===== config.mk =====
export PLATFORM = sky130hd
export DESIGN_NAME = acbc_ctrl
export DESIGN_NICKNAME = d
export VERILOG_FILES = /design/src/design/acbc_pkg.sv /design/src/design/acbc_ctrl.sv
export SDC_FILE = /design/constraint.sdc
export NUM_CORES = 1
export LEC_CHECK = 0
export ABC_AREA = 0
export BUFFER_PORTS_ARGS = -buffer_cell sky130_fd_sc_hd__buf_2
export CORE_AREA = 2 2 39 41
export CTS_BUF_LIST = sky130_fd_sc_hd__clkbuf_8
export DETAILED_ROUTE_END_ITERATION = 8
export DIE_AREA = 0 0 41 43
export PLACE_DENSITY = 0.72
export SLEW_MARGIN = 20
export SYNTH_ARGS = -nofsm -noshare
export SYNTH_HDL_FRONTEND = slang
export SYNTH_SLANG_ARGS = --single-unit

===== constraint.sdc =====
create_clock -name clk -period 1.6 [get_ports clk]
set_clock_uncertainty 0.1 [all_clocks]
set_input_delay 0.32 -clock clk [delete_from_list [all_inputs] [get_ports clk]]
set_output_delay 0.32 -clock clk [all_outputs]
set_load 0.02 [all_outputs]

===== src/design/acbc_pkg.sv =====
package acbc_pkg;

  localparam int POOL_DEPTH_DEF = 256;
  localparam int MAX_PICKS = 64;
  localparam int HIT_COUNT_TOL = 12;

  localparam int FP_W = 21;
  localparam int AGE_W = 8;
  localparam int CNT_W = 7;
  localparam int TSUM_W = 30;
  localparam int SUM_W = 32;
  localparam int IDXO_W = 8;
  localparam int CFG_W = 30;
  localparam int CFG_IDX_W = 2;

  localparam logic KIND_COMPOSE = 1'b1;

  typedef enum logic [CFG_IDX_W-1:0] {
    REG_AGE_CAP      = 2'd0,
    REG_COUNT_TARGET = 2'd1,
    REG_TARGET_SUM   = 2'd2
  } reg_idx_t;

  typedef struct packed {
    logic load;
    logic start;
    logic div_start;
    logic scan_start;
    logic pick;
    logic emit_final;
  } cmd_t;

  typedef struct packed {
    logic div_busy;
    logic scan_done;
    logic sel_found;
    logic more;
    logic pend_valid;
    logic out_busy;
  } sts_t;

endpackage


===== src/design/acbc_ctrl.sv =====
module acbc_ctrl
  import acbc_pkg::*;
(
  input  logic clk,
  input  logic rst,
  input  logic in_valid,
  input  logic in_kind,
  output logic in_ready,
  output cmd_t cmd,
  input  sts_t sts
);

  typedef enum logic [5:0] {
    S_IDLE  = 6'b000001,
    S_CHECK = 6'b000010,
    S_DIV   = 6'b000100,
    S_SCAN  = 6'b001000,
    S_PICK  = 6'b010000,
    S_FINAL = 6'b100000
  } state_t;

  state_t state, state_next;

  always_ff @(posedge clk) begin
    if (rst) begin
      state <= S_IDLE;
    end else begin
      state <= state_next;
    end
  end

  always_comb begin
    state_next = state;
    cmd = '0;
    in_ready = 1'b0;
    unique case (state)
      S_IDLE: begin
        in_ready = 1'b1;
        if (in_valid) begin
          if (in_kind == KIND_COMPOSE) begin
            cmd.start = 1'b1;
            state_next = S_CHECK;
          end else begin
            cmd.load = 1'b1;
          end
        end
      end
      S_CHECK: begin
        if (sts.more) begin
          cmd.div_start = 1'b1;
          state_next = S_DIV;
        end else begin
          state_next = S_FINAL;
        end
      end
      S_DIV: begin
        if (!sts.div_busy) begin
          cmd.scan_start = 1'b1;
          state_next = S_SCAN;
        end
      end
      S_SCAN: begin
        if (sts.scan_done) begin
          state_next = S_PICK;
        end
      end
      S_PICK: begin
        if (!sts.sel_found) begin
          state_next = S_FINAL;
        end else if (!(sts.pend_valid && sts.out_busy)) begin
          cmd.pick = 1'b1;
          state_next = S_CHECK;
        end
      end
      S_FINAL: begin
        if (!sts.out_busy) begin
          cmd.emit_final = 1'b1;
          state_next = S_IDLE;
        end
      end
      default: state_next = S_IDLE;
    endcase
  end

endmodule


==> impl_results.rst, run 1 <==
.. list-table::
   :header-rows: 1

   * - Metric
     - Value
   * - Deepest clock path buffer count
     - 2
   * - Endpoint arrival time on the critical path
     - around 1.6 ns
   * - Sum of buffers and inverters on the critical path
     - 1
   * - Share of the cycle needed by the critical path after routing
     - 123%
   * - Maximum number of pins on one net before global-route repair
     - 10
   * - Peak clock frequency supported by timing
     - 0.508 GHz
   * - Leakage power summed over all cells
     - 0.451 nW
   * - Endpoint of the worst hold-timing path
     - state[4]$_SDFFE_PP0P_
   * - Slew at the pin closest to its max-slew limit
     - roughly 0.38 ns
   * - Number of flip-flops in the largest register
     - 6
   * - Final #Nets
     - roughly 120
   * - Combined area of all synthesized cells
     - between 400 and 500 um2
   * - Reg2reg end
     - state[0]$_SDFFE_PP1P_
   * - Failing checks
     - negative setup slack
   * - Hold-fix buffers at CTS
     - 0
   * - Horizontal die dimension
     - approximately 41 um
   * - Number of cell rows
     - 14
   * - CTS tree
     - built
   * - Share of the core filled with cells
     - 71.5%
   * - Number of max-slew violations in the final report
     - 0
   * - Vias
     - between 600 and 700
   * - Number of top-level design ports
     - 17
   * - Number of CTS-inserted buffers
     - 3
   * - Routability congestion estimate
     - about 0.83
   * - Worst-path fanout max
     - 2
   * - Crit path max-delay cell type
     - sky130_fd_sc_hd__or4_4
   * - Post-synthesis register bit count
     - 6
   * - Registers with the most flip-flops
     - state: 6 flops
   * - DRC violations left
     - 0
   * - Via count normalized by instance count
     - 5.14
   * - Global-route wire length before repair
     - 2760 um
   * - HP Start
     - rst
   * - Fin Setup TNS
     - -2.94 ns
   * - Count of antenna diodes in the layout
     - 0
   * - Number of distinct library cells after synthesis
     - 32
   * - Minimum setup slack among reg-to-reg paths
     - -0.27 ns
   * - Number of instances in the synthesized netlist
     - 60
   * - Headroom to the max-slew limit
     - roughly 74%
   * - Final worst path period need
     - slightly below 2 ns
   * - Clk Latency, worst-skew pair
     - around 0.23 ns
   * - Worst Path Required
     - 1.18 ns
   * - Type of element capturing the critical path
     - output pin
   * - Per-instance average area after synthesis
     - ~8.1 um2
   * - Maximum resistive drop on vdd
     - ~0.85 mV
   * - Share of cells above drive strength 1
     - between 60% and 70%
   * - Crit path cell chain
     - or4_4, nor2b_4, nand2_4, a21oi_4, buf_6
   * - Path category of the worst min-delay check
     - in -> reg
   * - # port buffers
     - 16
   * - Total placed instance area
     - 748 um2
   * - Grt total ovfl
     - 0
   * - CTS clk-pin slew, worst paths
     - 0.04 ns
   * - Total core area
     - between 1000 and 1500 um2
   * - Register with the most flip-flops
     - state
   * - Number of global-route vias before repair
     - about 630
   * - Number of levels in the clock H-tree
     - 1
   * - RSZ-0062 raised after global routing
     - yes
   * - Height of the chip
     - about 43 um
   * - CP delay by family, top
     - simple AND/OR/NAND/NOR gates
   * - Overall routing resource usage
     - 23.8%
   * - Post-DR wirelength/cell
     - approximately 15 um
   * - Classification of the worst setup path
     - reg -> out
   * - Number of violations of the max-capacitance limit
     - 0
   * - Hold violation count in the final report
     - 0
   * - Sort of element at the start of the critical path
     - flop
   * - CTS Root Buffer Type
     - sky130_fd_sc_hd__clkbuf_8
   * - Total number of yosys warnings
     - 0
   * - Number of antenna violations at the first check in global routing
     - 0
   * - PnR Total Power
     - 0.00105 W
   * - # setup viols final
     - 12
   * - Die Area
     - 1760 um2
   * - Count of clock tree sinks
     - 6
   * - Run status
     - finished with violations
   * - Fraction of the yosys area taken by sequential cells
     - between 20% and 30%
   * - Number of DRC violations after detailed-routing iteration 0
     - 7
   * - Launching point of the worst reg2reg path
     - state[5]$_SDFFE_PP0P_
   * - Worst Hold Depth
     - 2
   * - Antenna violation net count after detailed routing
     - 0
   * - Estimated wirelength of the detail-placed design
     - roughly 1200 um
   * - Number of cells traversed by the worst register-to-register path
     - 7
   * - Number of detailed-route iterations in the first pass
     - 4
   * - Initial core utilization
     - 35.3%
   * - Final design area excluding fillers
     - 990 um2
   * - Post-synthesis to final-layout area growth
     - 103%
   * - Total power divided by cell area
     - between 1000 and 1500 nW/um2
   * - Worst Slack Setup Final
     - -0.370 ns
   * - Final Routed Wirelength
     - 1780 um
   * - Net count after synthesis
     - 70
   * - CP peak stage delay
     - about 0.55 ns
## synth_stat cells, drive strengths merged
cell type,count,share of area (%)
nor4bb,1,2.1
nand3b,1,1.5
xor2,1,1.8
o21ai,3,3.1
nand2,5,4.4
o32a,1,2.1
a311o,1,2.3
or4,1,2.3
clkbuf,1,1.0
a211oi,1,2.6
o211ai,1,1.5
a21oi,4,4.1
nor3b,1,1.5
inv,3,2.3
nor4,3,6.9
and3,2,2.6
o21bai,1,3.8
o2bb2ai,2,4.9
dfxtp,6,25
and4b,1,2.1
buf,3,4.9
nor2,10,7.7
nor3,2,3.1
nor2b,5,6.9
## layout by cell type (no fill, tap or decap), drive strengths merged, types with 2 or more instances in the layout
| cell | count |
|---|---|
| o2bb2ai | 2 |
| dfxtp | 6 |
| clkbuf | 3 |
| nor2 | 10 |
| buf | 47 |
| nand2 | 5 |
| inv | 3 |
| nor3 | 2 |
| a21oi | 4 |
| nor2b | 5 |
| and3 | 2 |
| nor4 | 3 |
| o21ai | 3 |
## layer usage
metal	routed length (um)	track usage, %	vias up
li1	-	-	309
met3	53	3.14	5
met4	54	12.0	0
met2	933	39.1	10
met5	0	0	-
met1	740	28.2	303
## per-stage QoR
step | setup slack, ns | cells | hold slack [ns]
floorplan | -0.212 | 60 | 0.290
global placement | -0.154 | 107 | 0.506
detailed placement | -0.173 | 107 | 0.517
CTS | -0.356 | 116 | 0.274
global route | -0.394 | 122 | 0.298
finish | -0.370 | 122 | 0.265
## power breakdown
group / leakage [nW] / switching, W / internal [W]
logic: 0.378 / 0.000269 / 0.000356
registers: 0.0512 / 0.0000113 / 0.000170
clock network: 0.0216 / 0.0000790 / 0.000163
## cell families after synthesis
family | after synthesis | share of synthesized area (%)
AO/OA/AOI/OAI | 14 | 24.4
XOR/XNOR | 1 | 1.80
buffers and inverters | 7 | 8.20
flip-flops | 6 | 24.6
AND/OR/NAND/NOR | 32 | 41.0
## repair_timing
action                                  4_1_cts  5_1_grt
setup buffers                                 6        6
endpoints found under the setup margin       11       12
resized for setup                            28        5
pin swaps                                    14        6
## worst max path at each step
stage	start	endpoint	slack (ns)	depth (start not counted)
final	state[5]$_SDFFE_PP0P_	cmd[1]	-0.37	5
after global routing	state[5]$_SDFFE_PP0P_	cmd[1]	-0.39	5
after CTS	state[5]$_SDFFE_PP0P_	cmd[1]	-0.36	5
after detailed placement	state[0]$_SDFFE_PP1P_	cmd[1]	-0.17	5
after global placement	state[0]$_SDFFE_PP1P_	cmd[1]	-0.15	5
after floorplan	state[0]$_SDFFE_PP1P_	cmd[1]	-0.21	5
## cell type report
class                   instances  area, um2
multi-input cells              47        405
fillers                        94        394
repair buffers                 47        383
flip-flops and latches          6        126
clock buffers                   3       41.3
well taps                      16       20.0
inverters                       3       13.8
## worst register-to-register path, stage by stage (launching register included)
cell and delay [ns]:
sky130_fd_sc_hd__dfxtp_2 0.31, sky130_fd_sc_hd__or4_4 0.55, sky130_fd_sc_hd__buf_4 0.15, sky130_fd_sc_hd__buf_6 0.11, sky130_fd_sc_hd__nor4_4 0.15, sky130_fd_sc_hd__a311o_2 0.17
sky130_fd_sc_hd__o21bai_4 0.14, sky130_fd_sc_hd__o21ai_1 0.07
Power figures use the tool's default switching activity.
==> run 2, diff against run 1 <==
PLACE_DENSITY = 0.7   (was 0.72)
clock period = 2.26 ns   (was 1.6 ns; I/O delays follow)
==> run 2 against run 1 <==
Effect of this change:
- the flow now finishes without violations
- largest power group unchanged
- sequential share of layout area rose by 6.7 points
- register-to-register slack improved by 0.64 ns
- design area fell by 35%
- first-iteration DRC count rose by 43%
- setup slack improved by 0.44 ns
- via count fell by 22%
- power fell by 51%
- highest routed layer is now met3
- non-clock buffer count fell by 29
==> impl_results.rst, run 2 (synthesis gave the netlist of run 1 again) <==
.. list-table::
   :header-rows: 1

   * - Metric
     - Value
   * - Run status
     - complete, no violations
   * - Number of cells traversed by the worst register-to-register path
     - 6
   * - Register with the most flip-flops
     - state
   * - Post-synthesis to final-layout area growth
     - 31.8%
   * - Count of antenna diodes in the layout
     - 0
   * - Slew at the pin closest to its max-slew limit
     - 0.392 ns
   * - Worst-path fanout max
     - 9
   * - Leakage power summed over all cells
     - between 0.2 and 0.3 nW
   * - Number of top-level design ports
     - 17
   * - Clk Latency, worst-skew pair
     - approximately 0.22 ns
   * - Endpoint arrival time on the critical path
     - roughly 1.6 ns
   * - Uppermost layer routed
     - met3
   * - Post-DR wirelength/cell
     - 12.4 um
   * - Routability congestion estimate
     - 0.798
   * - Peak clock frequency supported by timing
     - between 0.4 and 0.5 GHz
   * - Launching point of the worst reg2reg path
     - state[1]$_SDFFE_PP0P_
   * - Number of DRC violations after detailed-routing iteration 0
     - 10
   * - Number of fill cells in the layout
     - between 100 and 150
   * - Headroom to the max-slew limit
     - between 70 and 80%
   * - # setup viols final
     - 0
   * - Antenna violation net count after detailed routing
     - 0
   * - Maximum number of pins on one net before global-route repair
     - 10
   * - Pre-CTS worst setup slack
     - about 0.19 ns
   * - Vias
     - between 400 and 500
   * - Grt total ovfl
     - 0
   * - Minimum setup slack among reg-to-reg paths
     - approximately 0.37 ns
   * - Number of flip-flops in the largest register
     - 6
   * - Estimated wirelength of the detail-placed design
     - around 910 um
   * - Number of detailed-route iterations in the first pass
     - 4
   * - Total placed instance area
     - around 570 um2
   * - Total power divided by cell area
     - 801 nW/um2
   * - Share of cells above drive strength 1
     - between 40% and 50%
   * - CTS tree
     - built
   * - Hold-fix buffers at CTS
     - 0
   * - Total core area
     - 1380 um2
   * - Metal3 WL
     - around 61 um
   * - Worst Slack Setup Final
     - 0.0682 ns
   * - Number of violations of the max-capacitance limit
     - 0
   * - Reg2reg end
     - state[0]$_SDFFE_PP1P_
   * - Wire length on met2
     - approximately 600 um
   * - Height of the chip
     - approximately 43 um
   * - Register Area
     - ~130 um2
   * - Hold violation count in the final report
     - 0
   * - Number of cell rows
     - 14
   * - Share of the cycle needed by the critical path after routing
     - between 90% and 100%
   * - Final Routed Wirelength
     - between 1000 and 1500 um
   * - CTS Root Buffer Type
     - sky130_fd_sc_hd__clkbuf_8
   * - Number of CTS-inserted buffers
     - 3
   * - Sort of element at the start of the critical path
     - flop
   * - Classification of the worst setup path
     - reg -> out
   * - Worst Hold Depth
     - 2
   * - Registers with the most flip-flops
     - state: 6 flops
   * - Area used by multi-input combinational logic
     - approximately 350 um2
   * - Overall routing resource usage
     - ~16%
   * - RSZ-0062 raised after global routing
     - no
   * - Type of element capturing the critical path
     - output pin
   * - DRC violations left
     - 0
   * - Leading cell type in the layout, fill and taps excluded
     - sky130_fd_sc_hd__buf_2
   * - Horizontal die dimension
     - about 41 um
   * - Worst Path Required
     - 1.71 ns
   * - Deepest clock path buffer count
     - 2
   * - Number of antenna violations at the first check in global routing
     - 0
   * - Most frequent cells in the layout
     - 15 x sky130_fd_sc_hd__buf_2, 10 x sky130_fd_sc_hd__nor2_1, 4 x sky130_fd_sc_hd__nand2_1, 4 x sky130_fd_sc_hd__nor2b_1, 4 x sky130_fd_sc_hd__dfxtp_1
   * - # port buffers
     - 16
   * - Die Area
     - 1760 um2
   * - Endpoint of the worst hold-timing path
     - state[1]$_SDFFE_PP0P_
   * - Number of max-slew violations in the final report
     - 0
   * - Share of the core filled with cells
     - a little under half
   * - CTS clk-pin slew, worst paths
     - roughly 0.030 ns
   * - Number of global-route vias before repair
     - ~440
   * - HP Start
     - rst
   * - Initial core utilization
     - approximately a third
   * - Via count normalized by instance count
     - approximately 5.2
   * - Metal-1 WL
     - between 400 and 500 um
   * - Path category of the worst min-delay check
     - in -> reg
   * - Count of clock tree sinks
     - 6
   * - Number of levels in the clock H-tree
     - 1
   * - Final design area excluding fillers
     - 643 um2
   * - Final #Nets
     - 89
   * - Maximum resistive drop on vdd
     - roughly 0.38 mV
   * - Fin Setup TNS
     - 0 ns
   * - Global-route wire length before repair
     - between 1500 and 2000 um
   * - Final worst path period need
     - 2.19 ns
## run 2: cell types whose count changed in the layout (fill, tap and decap cells not counted), sizes merged
cell | before | now
buf | 47 | 18
## run 2: routing by layer
| layer | up-vias | track usage [%] |
|---|---|---|
| met3 | 0 | 4.71 |
| li1 | 251 | - |
| met2 | 16 | 22.2 |
| met5 | - | 0 |
| met1 | 221 | 19.4 |
| met4 | 0 | 10.0 |
## run 2: what timing repair did
item / in CTS / in global routing
resized for setup: 3 / 5
pin swaps: 0 / 1
endpoints found under the setup margin: 1 / 3
buffers inserted: 0 / 1
## run 2: power breakdown
part | switching, W | internal, W | leakage, nW | total [W]
Sequential | 0.0000179 | 0.000122 | 0.0500 | 0.000140
Clock | 0.0000439 | 0.000114 | 0.0216 | 0.000158
Combinational | 0.000115 | 0.000102 | 0.206 | 0.000218
## run 2: worst max path at each step
stage | startpoint | end | slack, ns
2_1_floorplan | state[0]$_SDFFE_PP1P_ | cmd[1] | 0.13
3_3_place_gp | state[1]$_SDFFE_PP0P_ | cmd[1] | 0.26
3_5_place_dp | state[1]$_SDFFE_PP0P_ | cmd[1] | 0.19
4_1_cts | state[1]$_SDFFE_PP0P_ | cmd[1] | 0.002
5_1_grt | state[4]$_SDFFE_PP0P_ | cmd[5] | 0.009
6_report | state[1]$_SDFFE_PP0P_ | cmd[1] | 0.07
## run 2: layout make-up
| class | count | area share [%] |
|---|---|---|
| well taps | 16 | 3.11 |
| multi-input cells | 47 | 54.1 |
| flip-flops and latches | 6 | 19.5 |
| repair buffers | 18 | 15.2 |
| clock buffers | 3 | 6.42 |
| inverters | 3 | 1.75 |
## run 2: worst max-delay path, cell delays in order, from the launching register on
cell and delay (ns):
sky130_fd_sc_hd__dfxtp_4 0.36, sky130_fd_sc_hd__or4_4 0.57, sky130_fd_sc_hd__nor2b_4 0.16, sky130_fd_sc_hd__nand2_4 0.09, sky130_fd_sc_hd__a21oi_2 0.10, sky130_fd_sc_hd__buf_4 0.14
## run 2: metrics by stage
step	power (W)	std cells	hold WS [ns]
detailed placement	0.000344	89	0.538
floorplan	0.000301	60	0.417
global placement	0.000341	89	0.519
global route	0.000549	93	0.409
CTS	0.000510	92	0.407
finish	0.000515	93	0.403
==> run 3, diff against run 2 <==
RECOVER_POWER = 25   (was not set)
==> run 3 against run 2 <==
Effect of this change:
- sequential cell count did not move
- clock-buffer cell count did not move
- worst hold slack improved by 0.0019 ns
- routed wire length rose by 0.95%
- largest cell class unchanged
- largest power group unchanged
- highest routed layer unchanged
==> impl_results.rst, run 3 (synthesis gave the netlist of run 1 again) <==
.. list-table::
   :header-rows: 1

   * - Metric
     - Value
   * - Post-synthesis to final-layout area growth
     - 27.9%
   * - Deepest clock path buffer count
     - 2
   * - Post-route insts no fill
     - 93
   * - CTS clk-pin slew, worst paths
     - roughly 0.03 ns
   * - CTS tree
     - built
   * - Number of cells traversed by the worst register-to-register path
     - 6
   * - Global-route wire length before repair
     - between 1500 and 2000 um
   * - Register with the most flip-flops
     - state
   * - Grt total ovfl
     - 0
   * - Number of global-route vias before repair
     - about 440
   * - Fin Setup TNS
     - 0 ns
   * - Total power divided by cell area
     - 813 nW/um2
   * - Register Area
     - 125 um2
   * - Final worst path period need
     - between 2 and 2.5 ns
   * - Post-DR wirelength/cell
     - between 10 and 15 um
   * - Placed insts
     - 89
   * - Horizontal die dimension
     - around 40 um
   * - DRC violations left
     - 0
   * - Number of fill cells in the layout
     - roughly 150
   * - Number of flip-flops in the largest register
     - 6
   * - Worst Slack Setup Final
     - 0.0678 ns
   * - Final design area excluding fillers
     - between 600 and 700 um2
   * - Slew at the pin closest to its max-slew limit
     - around 0.4 ns
   * - Endpoint arrival time on the critical path
     - 1.64 ns
   * - Launching point of the worst reg2reg path
     - state[1]$_SDFFE_PP0P_
   * - Sort of element at the start of the critical path
     - flop
   * - Share of the cycle needed by the critical path after routing
     - 97.0%
   * - Count of clock tree sinks
     - 6
   * - Area used by multi-input combinational logic
     - 333 um2
   * - Routability congestion estimate
     - around 0.8
   * - Final #Nets
     - 89
   * - Most frequent cells in the layout
     - 15 x sky130_fd_sc_hd__buf_2, 10 x sky130_fd_sc_hd__nor2_1, 4 x sky130_fd_sc_hd__nand2_1, 4 x sky130_fd_sc_hd__nor2b_1, 4 x sky130_fd_sc_hd__dfxtp_1
   * - Pre-CTS worst setup slack
     - between 0.15 and 0.2 ns
   * - Number of levels in the clock H-tree
     - 1
   * - Die Area
     - between 1500 and 2000 um2
   * - Estimated wirelength of the detail-placed design
     - ~910 um
   * - Antenna violation net count after detailed routing
     - 0
   * - Clk Latency, worst-skew pair
     - 0.22 ns
   * - # port buffers
     - 16
   * - CTS Root Buffer Type
     - sky130_fd_sc_hd__clkbuf_8
   * - Peak clock frequency supported by timing
     - between 0.4 and 0.5 GHz
   * - Registers with the most flip-flops
     - state: 6 flops
   * - Number of max-slew violations in the final report
     - 0
   * - Number of top-level design ports
     - 17
   * - Headroom to the max-slew limit
     - between 70% and 80%
   * - Path category of the worst min-delay check
     - in -> reg
   * - Number of detailed-route iterations in the first pass
     - 4
   * - First element of the critical path
     - state[1]$_SDFFE_PP0P_
   * - Number of antenna violations at the first check in global routing
     - 0
   * - Via count normalized by instance count
     - about 5.3
   * - Count of antenna diodes in the layout
     - 0
   * - Worst Path Required
     - roughly 1.7 ns
   * - Leakage power summed over all cells
     - approximately 0.27 nW
   * - RSZ-0062 raised after global routing
     - no
   * - HP Start
     - rst
   * - Run status
     - complete, no violations
   * - Final Routed Wirelength
     - around 1200 um
   * - Total core area
     - 1380 um2
   * - Maximum resistive drop on vdd
     - 0.384 mV
   * - Number of violations of the max-capacitance limit
     - 0
   * - Type of element capturing the critical path
     - output pin
   * - # setup viols final
     - 0
   * - Height of the chip
     - roughly 43 um
   * - Worst-path fanout max
     - 9
   * - Maximum number of pins on one net before global-route repair
     - 10
   * - Share of cells above drive strength 1
     - around two fifths
   * - Vias
     - around 500
   * - Number of DRC violations after detailed-routing iteration 0
     - 9
   * - Classification of the worst setup path
     - reg -> out
   * - Worst Hold Depth
     - 2
   * - Total placed instance area
     - 567 um2
   * - Leading cell type in the layout, fill and taps excluded
     - sky130_fd_sc_hd__buf_2
   * - Overall routing resource usage
     - between 15 and 20%
   * - Number of CTS-inserted buffers
     - 3
   * - Number of cell rows
     - 14
   * - Initial core utilization
     - 35.3%
   * - Hold violation count in the final report
     - 0
run 3: cell types whose count changed in the layout (fill, tap and decap cells not counted), sizes merged:
cell    before  now
clkbuf       3    4
buf         18   17
run 3: final cells by class:
class / instances / area share [%]
timing repair buffer: 18 / 15.0
clock buffer: 3 / 6.61
inverter: 3 / 1.80
tap: 16 / 3.21
sequential: 6 / 20.0
multi-input combinational: 47 / 53.3
run 3: path summary, 6_finish.rpt:
path / endpoint / slack (ns)
worst min register to register: state[0]$_SDFFE_PP1P_ / 0.50
worst max-delay path: cmd[1] / 0.07
worst max register to register: state[0]$_SDFFE_PP1P_ / 0.21
worst min-delay path: state[1]$_SDFFE_PP0P_ / 0.40
run 3: stage by stage:
stage	hold WS (ns)	total power [W]	utilization (%)
after floorplan	0.417	0.000301	-
after global placement	0.519	0.000341	41.0
after detailed placement	0.538	0.000344	41.0
after CTS	0.407	0.000510	44.3
after global routing	0.409	0.000541	45.1
final	0.405	0.000508	45.1
run 3: per-layer routing:
| metal | track usage, % | share of wire [%] | vias to the layer above |
|---|---|---|---|
| li1 | - | - | 251 |
| met1 | 19.4 | 42 | 220 |
| met2 | 22.2 | 51 | 22 |
| met3 | 4.71 | 6.8 | 0 |
| met4 | 10.0 | 0 | 0 |
| met5 | 0 | 0 | - |
run 3: worst max-delay path, stage by stage (launching register included):
cell	delay (ns)
sky130_fd_sc_hd__dfxtp_4	0.36
sky130_fd_sc_hd__or4_4	0.57
sky130_fd_sc_hd__nor2b_4	0.16
sky130_fd_sc_hd__nand2_4	0.08
sky130_fd_sc_hd__a21oi_2	0.10
sky130_fd_sc_hd__buf_4	0.15
run 3: what timing repair did:
| item | in CTS | in global routing |
|---|---|---|
| buffers inserted | 0 | 1 |
| hold buffers | 0 | 0 |
| endpoints found under the setup margin | 1 | 3 |
| gates cloned | 0 | 0 |
| pin swaps | 0 | 1 |
| hold endpoints to repair | 0 | 0 |
| gates resized for setup | 3 | 5 |
run 3: power breakdown:
group	switching (W)	internal [W]	total [W]
Clock	0.0000443	0.000114	0.000159
Sequential	0.0000181	0.000122	0.000140
Combinational	0.000112	0.0000975	0.000209
Total	0.000174	0.000334	0.000508
